--- src/design/wsfd_pkg.sv ---
// wsfd_pkg: shared types, codes and helpers for the websocket frame deframer
// used by wsfd_decode, wsfd_out_stage and the top level
package wsfd_pkg;

  localparam int unsigned LenW   = 63;
  localparam int unsigned KeyW   = 32;
  localparam int unsigned TdataW = 120;

  typedef enum logic [1:0] {
    PH_HEADER  = 2'd0,
    PH_PAYLOAD = 2'd1,
    PH_DEAD    = 2'd2
  } phase_t;

  typedef enum logic [1:0] {
    KIND_PAYLOAD = 2'd0,
    KIND_HEADER  = 2'd1,
    KIND_ERROR   = 2'd2
  } kind_t;

  localparam logic [1:0] ST_OK        = 2'd0;
  localparam logic [1:0] ST_NOT_MIN   = 2'd1;
  localparam logic [1:0] ST_TOP_BIT   = 2'd2;
  localparam logic [1:0] ST_TOO_LONG  = 2'd3;

  localparam logic [6:0] LEN_CODE_16 = 7'd126;
  localparam logic [6:0] LEN_CODE_64 = 7'd127;

  typedef struct packed {
    logic            valid;
    kind_t           kind;
    logic [7:0]      data;
    logic [3:0]      opcode;
    logic            fin;
    logic            rsv1;
    logic            rsv2;
    logic            rsv3;
    logic            masked;
    logic [LenW-1:0] frame_len;
    logic [KeyW-1:0] mask_key;
    logic [1:0]      status;
    logic            last;
  } result_t;

  // header length in bytes from header byte 1
  function automatic logic [3:0] hdr_total(input logic [7:0] b1);
    logic [3:0] n;
    n = 4'd2;
    if (b1[6:0] == LEN_CODE_16) begin
      n = 4'd4;
    end else if (b1[6:0] == LEN_CODE_64) begin
      n = 4'd10;
    end
    if (b1[7]) begin
      n = n + 4'd4;
    end
    return n;
  endfunction

endpackage

--- src/design/websocket_frame_deframer_unit.sv ---
// websocket_frame_deframer_unit: byte-serial websocket frame decoder
// Slave stream s_*: one received byte per transaction in s_tdata.
// Master stream m_*: one result per transaction; m_tuser carries the kind
// (payload byte, frame header or error), m_tlast marks the final payload
// byte of a frame or a header whose payload length is zero.
// cfg_wr_en / cfg_wr_data set the largest accepted payload length.
// A byte is first held in the input register, then its result lands in
// the output register; a stall on m_tready can hold the byte in between,
// and the result stays on m_* until it is taken.
// Header bytes other than the last give no result.
// Throughput: one byte per cycle while m_tready does not hold the output,
// set by the single decode step between the input and output registers.
// Reset clears the pipeline, returns to header collection and sets the
// maximum length to all ones. After a length error the block drops every
// byte until reset. When m_tready is low the result holds and at most one
// more byte is taken into the input register before s_tready falls.
module websocket_frame_deframer_unit (
  input  logic                           clk,
  input  logic                           rst,
  input  logic                           s_tvalid,
  output logic                           s_tready,
  input  logic [7:0]                     s_tdata,   // [7:0] data_byte
  output logic                           m_tvalid,
  input  logic                           m_tready,
  // [7:0] data, [11:8] opcode, [12] fin, [13] rsv1, [14] rsv2, [15] rsv3,
  // [16] masked, [79:17] frame length, [111:80] mask key,
  // [113:112] status, [119:114] zero
  output logic [wsfd_pkg::TdataW-1:0]    m_tdata,
  output logic [1:0]                     m_tuser,   // [1:0] kind
  output logic                           m_tlast,
  input  logic                           cfg_wr_en,
  input  logic [wsfd_pkg::LenW-1:0]      cfg_wr_data
);

  logic              advance;
  logic              q_valid;
  logic [7:0]        q_byte;
  wsfd_pkg::result_t res;
  wsfd_pkg::result_t out_q;

  wsfd_in_stage u_in (
    .clk     (clk),
    .rst     (rst),
    .s_valid (s_tvalid),
    .s_ready (s_tready),
    .s_byte  (s_tdata),
    .advance (advance),
    .q_valid (q_valid),
    .q_byte  (q_byte)
  );

  wsfd_decode u_dec (
    .clk         (clk),
    .rst         (rst),
    .cfg_wr_en   (cfg_wr_en),
    .cfg_wr_data (cfg_wr_data),
    .advance     (advance),
    .in_byte     (q_byte),
    .res         (res)
  );

  wsfd_out_stage u_out (
    .clk      (clk),
    .rst      (rst),
    .in_valid (q_valid),
    .res      (res),
    .advance  (advance),
    .m_ready  (m_tready),
    .m_valid  (m_tvalid),
    .q        (out_q)
  );

  assign m_tdata = {6'd0, out_q.status, out_q.mask_key, out_q.frame_len,
                    out_q.masked, out_q.rsv3, out_q.rsv2, out_q.rsv1, out_q.fin,
                    out_q.opcode, out_q.data};
  assign m_tuser = out_q.kind;
  assign m_tlast = out_q.last;

  // payload results carry nothing but data and last
  assert property (@(posedge clk) disable iff (rst)
    m_tvalid && m_tuser == wsfd_pkg::KIND_PAYLOAD |-> m_tdata[119:8] == '0)
    else $error("payload result with header fields set");

  // an error result always names its cause and never ends a frame
  assert property (@(posedge clk) disable iff (rst)
    m_tvalid && m_tuser == wsfd_pkg::KIND_ERROR |->
      m_tdata[113:112] != wsfd_pkg::ST_OK && !m_tlast)
    else $error("error result without status");

  // a header ends the frame exactly when its payload length is zero
  assert property (@(posedge clk) disable iff (rst)
    m_tvalid && m_tuser == wsfd_pkg::KIND_HEADER |->
      m_tdata[113:112] == wsfd_pkg::ST_OK && (m_tlast == (m_tdata[79:17] == '0)))
    else $error("header result status or last mismatch");

endmodule

--- src/design/wsfd_in_stage.sv ---
// wsfd_in_stage: input register for the received byte stream
// depends on nothing outside this file
module wsfd_in_stage (
  input  logic       clk,
  input  logic       rst,
  input  logic       s_valid,
  output logic       s_ready,
  input  logic [7:0] s_byte,
  input  logic       advance,
  output logic       q_valid,
  output logic [7:0] q_byte
);

  assign s_ready = !q_valid || advance;

  always_ff @(posedge clk) begin
    if (rst) begin
      q_valid <= 1'b0;
    end else if (s_ready) begin
      q_valid <= s_valid;
    end
  end

  always_ff @(posedge clk) begin
    if (s_ready && s_valid) begin
      q_byte <= s_byte;
    end
  end

endmodule

--- src/design/wsfd_decode.sv ---
// wsfd_decode: header collection, length checks and payload unmasking
// depends on wsfd_pkg for the phase codes, result struct and hdr_total
module wsfd_decode (
  input  logic                      clk,
  input  logic                      rst,
  input  logic                      cfg_wr_en,
  input  logic [wsfd_pkg::LenW-1:0] cfg_wr_data,
  input  logic                      advance,
  input  logic [7:0]                in_byte,
  output wsfd_pkg::result_t         res
);

  wsfd_pkg::phase_t phase, phase_next;
  logic [3:0]                hdr_count;
  logic [7:0]                byte0;
  logic [7:0]                byte1;
  logic [63:0]               len_sr;
  logic [23:0]               key_sr;
  logic [wsfd_pkg::LenW-1:0] bytes_remaining;
  logic [wsfd_pkg::KeyW-1:0] key_register;
  logic [1:0]                key_offset;
  logic [wsfd_pkg::LenW-1:0] max_frame_len;

  logic [7:0]                b1_cur;
  logic [6:0]                code;
  logic                      is_len_byte;
  logic                      hdr_done;
  logic [63:0]               len_full;
  logic [63:0]               len_dec;
  logic [wsfd_pkg::KeyW-1:0] key_full;
  logic [1:0]                status;
  logic [7:0]                key_byte;
  logic                      pay_last;

  assign b1_cur = (hdr_count == 4'd1) ? in_byte : byte1;
  assign code   = b1_cur[6:0];

  assign is_len_byte = (hdr_count >= 4'd2) &&
                       (((code == wsfd_pkg::LEN_CODE_16) && (hdr_count < 4'd4)) ||
                        ((code == wsfd_pkg::LEN_CODE_64) && (hdr_count < 4'd10)));

  assign hdr_done = (hdr_count != 4'd0) &&
                    ((hdr_count + 4'd1) >= wsfd_pkg::hdr_total(b1_cur));

  assign len_full = is_len_byte ? {len_sr[55:0], in_byte} : len_sr;
  // when masked the completing byte is the last key byte
  assign key_full = {key_sr, in_byte};

  always_comb begin
    len_dec = {57'd0, code};
    status  = wsfd_pkg::ST_OK;
    if (code == wsfd_pkg::LEN_CODE_16) begin
      len_dec = len_full;
      if (len_full <= 64'd125) begin
        status = wsfd_pkg::ST_NOT_MIN;
      end
    end else if (code == wsfd_pkg::LEN_CODE_64) begin
      len_dec = len_full;
      if (len_full[63]) begin
        status = wsfd_pkg::ST_TOP_BIT;
      end else if (len_full <= 64'd65535) begin
        status = wsfd_pkg::ST_NOT_MIN;
      end
    end
    if (status == wsfd_pkg::ST_OK && len_dec[62:0] > max_frame_len) begin
      status = wsfd_pkg::ST_TOO_LONG;
    end
  end

  always_comb begin
    case (key_offset)
      2'd0:    key_byte = key_register[31:24];
      2'd1:    key_byte = key_register[23:16];
      2'd2:    key_byte = key_register[15:8];
      default: key_byte = key_register[7:0];
    endcase
  end

  assign pay_last = (bytes_remaining == 63'd1);

  // next phase
  always_comb begin
    phase_next = phase;
    case (phase)
      wsfd_pkg::PH_HEADER: begin
        if (hdr_done) begin
          if (status != wsfd_pkg::ST_OK) begin
            phase_next = wsfd_pkg::PH_DEAD;
          end else if (len_dec != 64'd0) begin
            phase_next = wsfd_pkg::PH_PAYLOAD;
          end
        end
      end
      wsfd_pkg::PH_PAYLOAD: begin
        if (pay_last) begin
          phase_next = wsfd_pkg::PH_HEADER;
        end
      end
      default: phase_next = phase;
    endcase
  end

  // result
  always_comb begin
    res = '0;
    case (phase)
      wsfd_pkg::PH_HEADER: begin
        if (hdr_done) begin
          res.valid     = 1'b1;
          res.opcode    = byte0[3:0];
          res.fin       = byte0[7];
          res.rsv1      = byte0[6];
          res.rsv2      = byte0[5];
          res.rsv3      = byte0[4];
          res.masked    = b1_cur[7];
          res.frame_len = len_dec[62:0];
          if (status != wsfd_pkg::ST_OK) begin
            res.kind   = wsfd_pkg::KIND_ERROR;
            res.status = status;
          end else begin
            res.kind     = wsfd_pkg::KIND_HEADER;
            res.mask_key = b1_cur[7] ? key_full : '0;
            res.last     = (len_dec == 64'd0);
          end
        end
      end
      wsfd_pkg::PH_PAYLOAD: begin
        res.valid = 1'b1;
        res.kind  = wsfd_pkg::KIND_PAYLOAD;
        res.data  = in_byte ^ key_byte;
        res.last  = pay_last;
      end
      default: res = '0;
    endcase
  end

  always_ff @(posedge clk) begin
    if (rst) begin
      max_frame_len <= '1;
    end else if (cfg_wr_en) begin
      max_frame_len <= cfg_wr_data;
    end
  end

  always_ff @(posedge clk) begin
    if (rst) begin
      phase           <= wsfd_pkg::PH_HEADER;
      hdr_count       <= 4'd0;
      bytes_remaining <= '0;
      key_register    <= '0;
      key_offset      <= 2'd0;
    end else if (advance) begin
      phase <= phase_next;
      case (phase)
        wsfd_pkg::PH_HEADER: begin
          if (hdr_done) begin
            hdr_count <= 4'd0;
            if (status == wsfd_pkg::ST_OK) begin
              key_register    <= b1_cur[7] ? key_full : '0;
              key_offset      <= 2'd0;
              bytes_remaining <= len_dec[62:0];
            end
          end else begin
            hdr_count <= hdr_count + 4'd1;
          end
        end
        wsfd_pkg::PH_PAYLOAD: begin
          bytes_remaining <= bytes_remaining - 63'd1;
          key_offset      <= pay_last ? 2'd0 : key_offset + 2'd1;
        end
        default: hdr_count <= hdr_count;
      endcase
    end
  end

  // header byte collection, no reset needed
  always_ff @(posedge clk) begin
    if (advance && phase == wsfd_pkg::PH_HEADER) begin
      if (hdr_count == 4'd0) begin
        byte0  <= in_byte;
        len_sr <= '0;
      end
      if (hdr_count == 4'd1) begin
        byte1 <= in_byte;
      end
      if (is_len_byte) begin
        len_sr <= len_full;
      end else if (hdr_count >= 4'd2) begin
        key_sr <= key_full[23:0];
      end
    end
  end

endmodule

--- src/design/wsfd_out_stage.sv ---
// wsfd_out_stage: result register toward the downstream stream
// depends on wsfd_pkg for the result struct
module wsfd_out_stage (
  input  logic              clk,
  input  logic              rst,
  input  logic              in_valid,
  input  wsfd_pkg::result_t res,
  output logic              advance,
  input  logic              m_ready,
  output logic              m_valid,
  output wsfd_pkg::result_t q
);

  assign advance = in_valid && (!m_valid || m_ready);

  always_ff @(posedge clk) begin
    if (rst) begin
      m_valid <= 1'b0;
    end else if (advance) begin
      m_valid <= res.valid;
    end else if (m_ready) begin
      m_valid <= 1'b0;
    end
  end

  always_ff @(posedge clk) begin
    if (advance && res.valid) begin
      q <= res;
    end
  end

endmodule

--- config.mk ---
export PLATFORM = sky130hd
export DESIGN_NAME = websocket_frame_deframer_unit
export DESIGN_NICKNAME = d
export VERILOG_FILES = /design/src/design/wsfd_pkg.sv /design/src/design/websocket_frame_deframer_unit.sv /design/src/design/wsfd_in_stage.sv /design/src/design/wsfd_decode.sv /design/src/design/wsfd_out_stage.sv
export SDC_FILE = /design/constraint.sdc
export NUM_CORES = 1
export LEC_CHECK = 0
export BUFFER_PORTS_ARGS = -buffer_cell sky130_fd_sc_hd__buf_2
export CORE_ASPECT_RATIO = 2
export CORE_UTILIZATION = 60
export DETAILED_ROUTE_END_ITERATION = 16
export HOLD_SLACK_MARGIN = 0.1
export PLACE_DENSITY_LB_ADDON = 0.12
export SLEW_MARGIN = 20
export SYNTH_ARGS = -nofsm -noshare
export SYNTH_HDL_FRONTEND = slang
export SYNTH_SLANG_ARGS = --single-unit
--- constraint.sdc ---
create_clock -name clk -period 12.6 [get_ports clk]
set_input_delay 1.89 -clock clk [delete_from_list [all_inputs] [get_ports clk]]
set_output_delay 1.89 -clock clk [all_outputs]
set_load 0.05 [all_outputs]
### Yosys cells after proc, flatten, opt, wreduce, memory -nomap -nowiden

Index checks and enable logic that the tools add are counted.

| operators by class | value |
|---|---|
| $mul | 0 |
| muxes and demuxes | 38 |
| add/sub/neg operators | 4 |
| $lt $le $gt $ge | 7 |
| bitwise gates (word level) | 4 |
| shift operators | 0 |
| equal/unequal tests | 11 |
| reduce and logical (&&, ||, !) cells | 36 |
| divide/modulo/power cells | 0 |

Operators with widths:

| operator | count |
|---|---|
| $mux 64 | 5 |
| $mux 63 | 2 |
| $pmux 63 s2 | 1 |
| $le 64x16->1 const B | 1 |
| $le 64x7->1 const B | 1 |
| $logic_not 64->1 | 1 |
| $reduce_bool 64->1 | 1 |
| $eq 63x1->1 const B | 1 |
| $gt 63x63->1 | 1 |
| $sub 63x1->63 const B | 1 |
| $mux 32 | 1 |
| $mux 2 | 12 |
| $pmux 8 s3 | 1 |
| $mux 4 | 4 |
| $eq 7x7->1 const B | 2 |
| $logic_and 1x1->1 | 9 |
| $logic_not 2->1 | 4 |
| $mux 8 | 1 |
| $pmux 2 s2 | 2 |
| $reduce_and 2->1 | 4 |
| $reduce_and 4->1 | 2 |
| $reduce_bool 2->1 | 4 |
| $xor 8x8->8 | 1 |
| $mux 1 | 6 |
| 23 further kinds | 32 |

| word-level totals | value |
|---|---|
| memory bits (writable) | 0 |
| input port bits | 76 |
| ROM bits | 0 |
| output and inout bits | 125 |
| memories kept | 0 |
| latch bits | 0 |
| bits in registers | 397 |

### Longest topological paths before layout

| logic depth | value |
|---|---|
| depth after elaboration | 20 |
| gate-level depth with buffers | 22 |
| depth with buffers taken out | 19 |

### By module

Synthesis repeated with hierarchy kept, for this count alone.

| second synthesis, totals | value |
|---|---|
| cells, all modules | 2009 |
| area total of the unflattened synthesis | 19487.4 um^2 |

By module, submodules not included:

| module | sequential area each (um^2) | times used | cells an instance | area an instance (um^2) |
|---|---|---|---|---|
| wsfd_decode | 6446.2 | 1 | 1865 | 15528.6 |
| wsfd_out_stage | 3563.4 | 1 | 124 | 3614.7 |
| wsfd_in_stage | 260.2 | 1 | 13 | 295.3 |
| websocket_frame_deframer_unit | 0.0 | 1 | 7 | 48.8 |

### Least setup slack after synthesis

Ideal clock, no wire load.

| timing | value |
|---|---|
| path kind | input to register |
| start | input port m_tready |
| end | register u_dec.len_sr[0] (enable) |
| setup time | 507 ps |
| path slack | 6660 ps |
| buffers on the path | 0 |
| arrival time | 5433 ps |
| cell stages on the path | 3 |
| cell sequence | nand2b_1 > nand3_1 > a21oi_1 |

| between the ends | value |
|---|---|
| cells in the longest elaborated chain, start to end | 4 |

Ends and longest elaborated chain:

| item | RTL line | source |
|---|---|---|
| start, declared | websocket_frame_deframer_unit.sv:24 | `input logic m_tready,` |
| $logic_or 1x1->1 | wsfd_out_stage.sv:14 | `assign advance = in_valid && (!m_valid \|\| m_ready);` |
| $logic_and 1x1->1 | wsfd_out_stage.sv:14 |  |
| $logic_and 1x1->1 | wsfd_decode.sv:178 | `if (advance && phase == wsfd_pkg::PH_HEADER) begin` |
| $reduce_and 2->1 (no source line) | -- |  |
| end signal, assigned | wsfd_decode.sv:187 | `len_sr <= len_full;` |
| end, declared | wsfd_decode.sv:17 | `logic [63:0] len_sr;` |

No other way between the ends.
A chain may end at the register's enable or synchronous reset.

### Worst setup path in the final report

| timing | value |
|---|---|
| start | register u_dec.hdr_count[1] |
| end | register u_dec.bytes_remaining[53] (netlist name) |

| between the ends | value |
|---|---|
| cells in the longest elaborated chain, start to end | 18 |
| elaborated cells on any way between the ends | 40 |

Ends and longest elaborated chain:

| item | RTL line | source |
|---|---|---|
| start, declared | wsfd_decode.sv:14 | `logic [3:0] hdr_count;` |
| start signal, assigned | wsfd_decode.sv:164 | `hdr_count <= hdr_count + 4'd1;` |
| start signal, assigned | wsfd_decode.sv:171 | `default: hdr_count <= hdr_count;` |
| $eq 4x1->1 | wsfd_decode.sv:35 | `assign b1_cur = (hdr_count == 4'd1) ? in_byte : byte1;` |
| $mux 8 | -- |  |
| $eq 7x7->1, on equally long branches | -- |  |
| $logic_and 1x1->1, on equally long branches | wsfd_decode.sv:39, wsfd_decode.sv:40 |  |
| $logic_or 1x1->1 | wsfd_decode.sv:39 | `(((code == wsfd_pkg::LEN_CODE_16) && (hdr_count < 4'd4)) \|\|` |
| $logic_and 1x1->1 | wsfd_decode.sv:38 | `assign is_len_byte = (hdr_count >= 4'd2) &&` |
| $mux 64 | wsfd_decode.sv:45 | `assign len_full = is_len_byte ? {len_sr[55:0], in_byte} : len_sr;` |
| $le 64x16->1 | wsfd_decode.sv:61 | `end else if (len_full <= 64'd65535) begin` |
| [2 not listed] | -- |  |
| $mux 2 | wsfd_decode.sv:57 | `end else if (code == wsfd_pkg::LEN_CODE_64) begin` |
| $mux 2 | wsfd_decode.sv:52 | `if (code == wsfd_pkg::LEN_CODE_16) begin` |
| $logic_not 2->1 | wsfd_decode.sv:65 | `if (status == wsfd_pkg::ST_OK && len_dec[62:0] > max_frame_len) begin` |
| $logic_and 1x1->1 | wsfd_decode.sv:65 |  |
| $mux 2 | wsfd_decode.sv:65 |  |
| $logic_not 2->1 | wsfd_decode.sv:158 | `if (status == wsfd_pkg::ST_OK) begin` |
| $ne 2x1->1 (no source line) | -- |  |
| $reduce_and 4->1 (no source line) | -- |  |
| end signal, assigned | wsfd_decode.sv:161 | `bytes_remaining <= len_dec[62:0];` |
| end signal, assigned | wsfd_decode.sv:168 | `bytes_remaining <= bytes_remaining - 63'd1;` |
| end, declared | wsfd_decode.sv:19 | `logic [wsfd_pkg::LenW-1:0] bytes_remaining;` |

Several ways; a longest one is shown, not always the timed one. The select of a mux whose other input is x is not followed.

==> impl_metrics.py <==
metrics = {
    "placed_design": {
        "gp_congestion": 1.031,
        "port_buffers": 194,
        "hpwlAfterDp_um": 43360,
        "pre_cts_ws_ns": 6.255,
    },
    "yosys": {
        "synth_area_leaders": "edfxtp_1, dfxtp_1, nand2_1",
        "synthDistinctLibCells": 77,
        "synth_top_cell_area_share": 0.3462,
        "synth_edf_count": 229,
        "yosys_synthesis_warning_count": 0,
        "seq_area_frac_synth": 0.5156,
        "postSynthCellCount": 2079,
        "synth_seq_cells": 397,
        "syn-mean-instance-area_um2": 9.553,
        "synth_ff_type": "edfxtp_1",
        "synthArstFlopShare": 0,
        "netlist_area_um2": 19860,
        "synth_top_area_cell": "edfxtp_1",
    },
    "min_path": {
        "timing.hold.worst.class": "reg -> reg",
    },
    "cts": {
        "clkLatencyLatePin_ns": 0.56,
        "postCtsSetupBuffers": 0,
        "clock_tree_root": "clkbuf_16",
        "cts_inserted_buffers": 36,
        "clock_pin_slew_of_the_registers_on_the_worst_case_setup_and_hold_paths_ns": 0.07,
        "cts_resized": 0,
        "clockBufferDepth": 3,
        "cts_tree": "built",
        "cts.htree.levels": 2,
        "postCtsHoldBufs": 0,
        "cts_sinks": 397,
    },
    "floorplan": {
        "die_area_um2": 33880,
        "num_rows": 93,
        "initial_utilization": 0.6139,
        "core_area_um2": 32350,
        "chipWidth_um": 130.6,
        "die_height_um": 259.3,
        "io_pins": 201,
    },
    "setup_path": {
        "start_kind": "flip-flop",
        "worst_ep_required_time_ns": 13.00,
        "path_common_cell": "buf_4",
        "critical_path_arrival_ns": 6.86,
        "crit_path_end_kind": "flip-flop",
        "timing_worst_setup_path_type": "reg -> reg",
        "crit_path_max_incr_delay_ns": 0.78,
        "timing.critical_path.slowest_stage_cell": "inv_6",
        "critical_path_peak_fanout": 116,
        "path_cells": "inv_1, ha_1, nor3b_1, buf_4, nor3b_1, nor2_4, buf_4, nor2_1, inv_1, ha_1, nand2_1, a21boi_0, o21ai_0, a21boi_1, buf_4, o21ai_4, buf_4, inv_6, buf_4, nand2_1, o21ai_0, a21oi_1",
    },
    "run": {
        "max_cap_violations": 0,
    },
    "power": {
        "total_switching_power_mw": 0.6718,
        "power.sequential.fraction": 0.523,
        "leakage_power_nw": 8.576,
        "p_sw_frac": 0.2470,
        "combinationalPowerShare": 0.068,
        "peak_supply_drop_v": 0.0001049,
        "power.density_nw_per_um2": 122.2,
        "cell_internal_pwr_mw": 2.048,
        "pwr-share-clk": 0.409,
    },
    "outcome": {
        "outcome": "finished, final reports clean",
    },
    "drt": {
        "drt_iter0_markers": 1795,
        "antenna_left": 0,
        "drt_wl_total_um": 63100,
        "drt_drc_violations_left": 0,
        "routedWlPerCell_um": 23.94,
        "drt_pre_antenna_iters": 6,
        "avgViaCountPerCell": 6.582,
        "routed-via-count": 17350,
    },
    "cells_and_area": {
        "most-common-layout-cells": "nand2_1, edfxtp_1, buf_2",
        "commonest_non_fill_non_tap_cell_in_the_layout": "nand2_1",
        "n_antenna_cell": 0,
        "drive_gt1_frac": 0.1485,
        "final_net_count": 2332,
        "num-fill-cells": 2639,
        "area_growth_pct": 12.06,
    },
    "global_routing": {
        "grt_pass1_wl_um": 94880,
        "maximum_number_of_pins_on_one_net_before_global_route_repair": 117,
        "antenna_violations_before_repair": 1,
        "global_route.overflow_total": 0,
        "grt_pass1_vias": 16347,
        "global_route_usage_sum": 0.3765,
    },
    "timing": {
        "timing_worst_slew_pin_value_ns": 1.150,
        "fin_setup_tns_ns": 0,
        "fin_skew_ns": 0.02583,
        "layout_setup_ws_ns": 6.138,
        "period_needed_ns": 6.462,
        "slew-limit-headroom": 0.2334,
        "grt_setup_unrepaired": "false",
        "timing_hold_violations_final": 0,
        "max_freq_mhz": 154.8,
        "finalCritPeriodShare": 0.5128,
        "setup-violations-final": 0,
        "final_max_slew_viol_count": 0,
    },
}
-- cells by family after synthesis --
| family | Yosys count | share of synthesized area |
|---|---|---|
| flops | 397 | 0.5156 |
| compound gates | 521 | 0.1700 |
| buf+inv | 259 | 0.05116 |
| other cells | 1 | 0.0001888 |
| simple gates | 793 | 0.1995 |
| xor+xnor | 11 | 0.004851 |
| mux | 22 | 0.01140 |
| fa+ha+maj | 75 | 0.04725 |
-- metal layers --
| layer | GRT usage | up-vias | share of wire |
|---|---|---|---|
| met1 | 0.4130 | 8221 | 0.34 |
| met3 | 0.05297 | 278 | 0.070 |
| met2 | 0.6202 | 1028 | 0.48 |
| met4 | 0.3429 | 0 | 0.11 |
| met5 | 0 | - | 0 |
| li1 | - | 7823 | - |
-- state kept, by name, indices dropped and copies added, names as in the netlist --
| register | flops |
|---|---|
| u_dec.byte1 | 8 |
| u_out.m_valid | 1 |
| u_dec.key_offset | 2 |
| u_dec.byte0 | 8 |
| u_out.q | 117 |
| u_in.q_byte | 8 |
| u_dec.phase | 2 |
| u_dec.max_frame_len | 63 |
| u_dec.key_register | 32 |
| u_dec.len_sr | 64 |
| u_in.q_valid | 1 |
| u_dec.bytes_remaining | 63 |
| u_dec.key_sr | 24 |
| u_dec.hdr_count | 4 |
-- critical path, delay by kind of cell, from the launching register on --
family	cells	cell delay (ns)
simple gates	6	1.20
compound gates	6	0.95
flops	1	0.38
buf+inv	8	3.04
fa+ha+maj	2	0.48
-- synthesized netlist by cell type (6+ instances only) --
master / n
a21o_1: 9
a21oi_1: 125
a222oi_1: 8
a31oi_1: 57
a32oi_1: 6
and2_1: 119
and3_1: 20
buf_1: 26
buf_2: 8
buf_4: 7
clkbuf_1: 124
dfxtp_1: 168
edfxtp_1: 229
ha_1: 75
inv_1: 91
mux2i_1: 17
nand2_1: 315
nand2b_1: 9
nand3_1: 99
nand4_1: 18
nor2_1: 62
nor3_1: 29
nor4_1: 47
o211ai_1: 91
o21a_1: 6
o21ai_0: 102
o311ai_0: 15
o31ai_1: 55
o41ai_1: 12
or2_2: 6
or3_1: 26
or4_1: 14
xnor2_1: 10
-- per-stage QoR --
step / hold slack [ns] / power [mW] / instance area [um2] / std cells / util
final: 0.4530 / 2.719 / 22260 / 2636 / 0.6880
after global routing: 0.4588 / 2.779 / 22260 / 2636 / 0.6880
after CTS: 0.4505 / 2.717 / 22260 / 2636 / 0.6880
after detailed placement: 0.4353 / 1.631 / 21090 / 2570 / 0.6519
after global placement: 0.4279 / 1.626 / 21030 / 2568 / 0.6502
after floorplan: 0.4262 / 1.563 / 19880 / 2084 / -
-- power groups by stage --
stage	combinational, mW	clock, mW	sequential [mW]
detailed placement	0.180	0	1.45
global route	0.200	1.15	1.42
global placement	0.176	0	1.45
CTS	0.182	1.11	1.42
finish	0.185	1.11	1.42
floorplan	0.114	0	1.45
-- worst paths after layout --
check | startpoint | end | slack [ns] | cells past startpoint
min reg2reg | u_dec.key_sr[11] | u_dec.key_sr[19] | 0.45 | 0
min | u_dec.key_sr[11] | u_dec.key_sr[19] | 0.45 | 0
max reg2reg | u_dec.hdr_count[1] | u_dec.bytes_remaining[53] | 6.14 | 22
max | u_dec.hdr_count[1] | u_dec.bytes_remaining[53] | 6.14 | 22
-- final cells by class --
cell class | count | area (um2) | area share
Inverter | 93 | 354.1 | 0.01591
Clock inverter | 22 | 163.9 | 0.007365
Timing Repair Buffer | 225 | 1249 | 0.05611
Tap cell | 427 | 534.3 | 0.02400
Sequential cell | 397 | 10240 | 0.4601
Multi-Input combinational cell | 1428 | 8712 | 0.3914
Clock buffer | 44 | 1003 | 0.04509
Power figures use the tool's default switching activity.
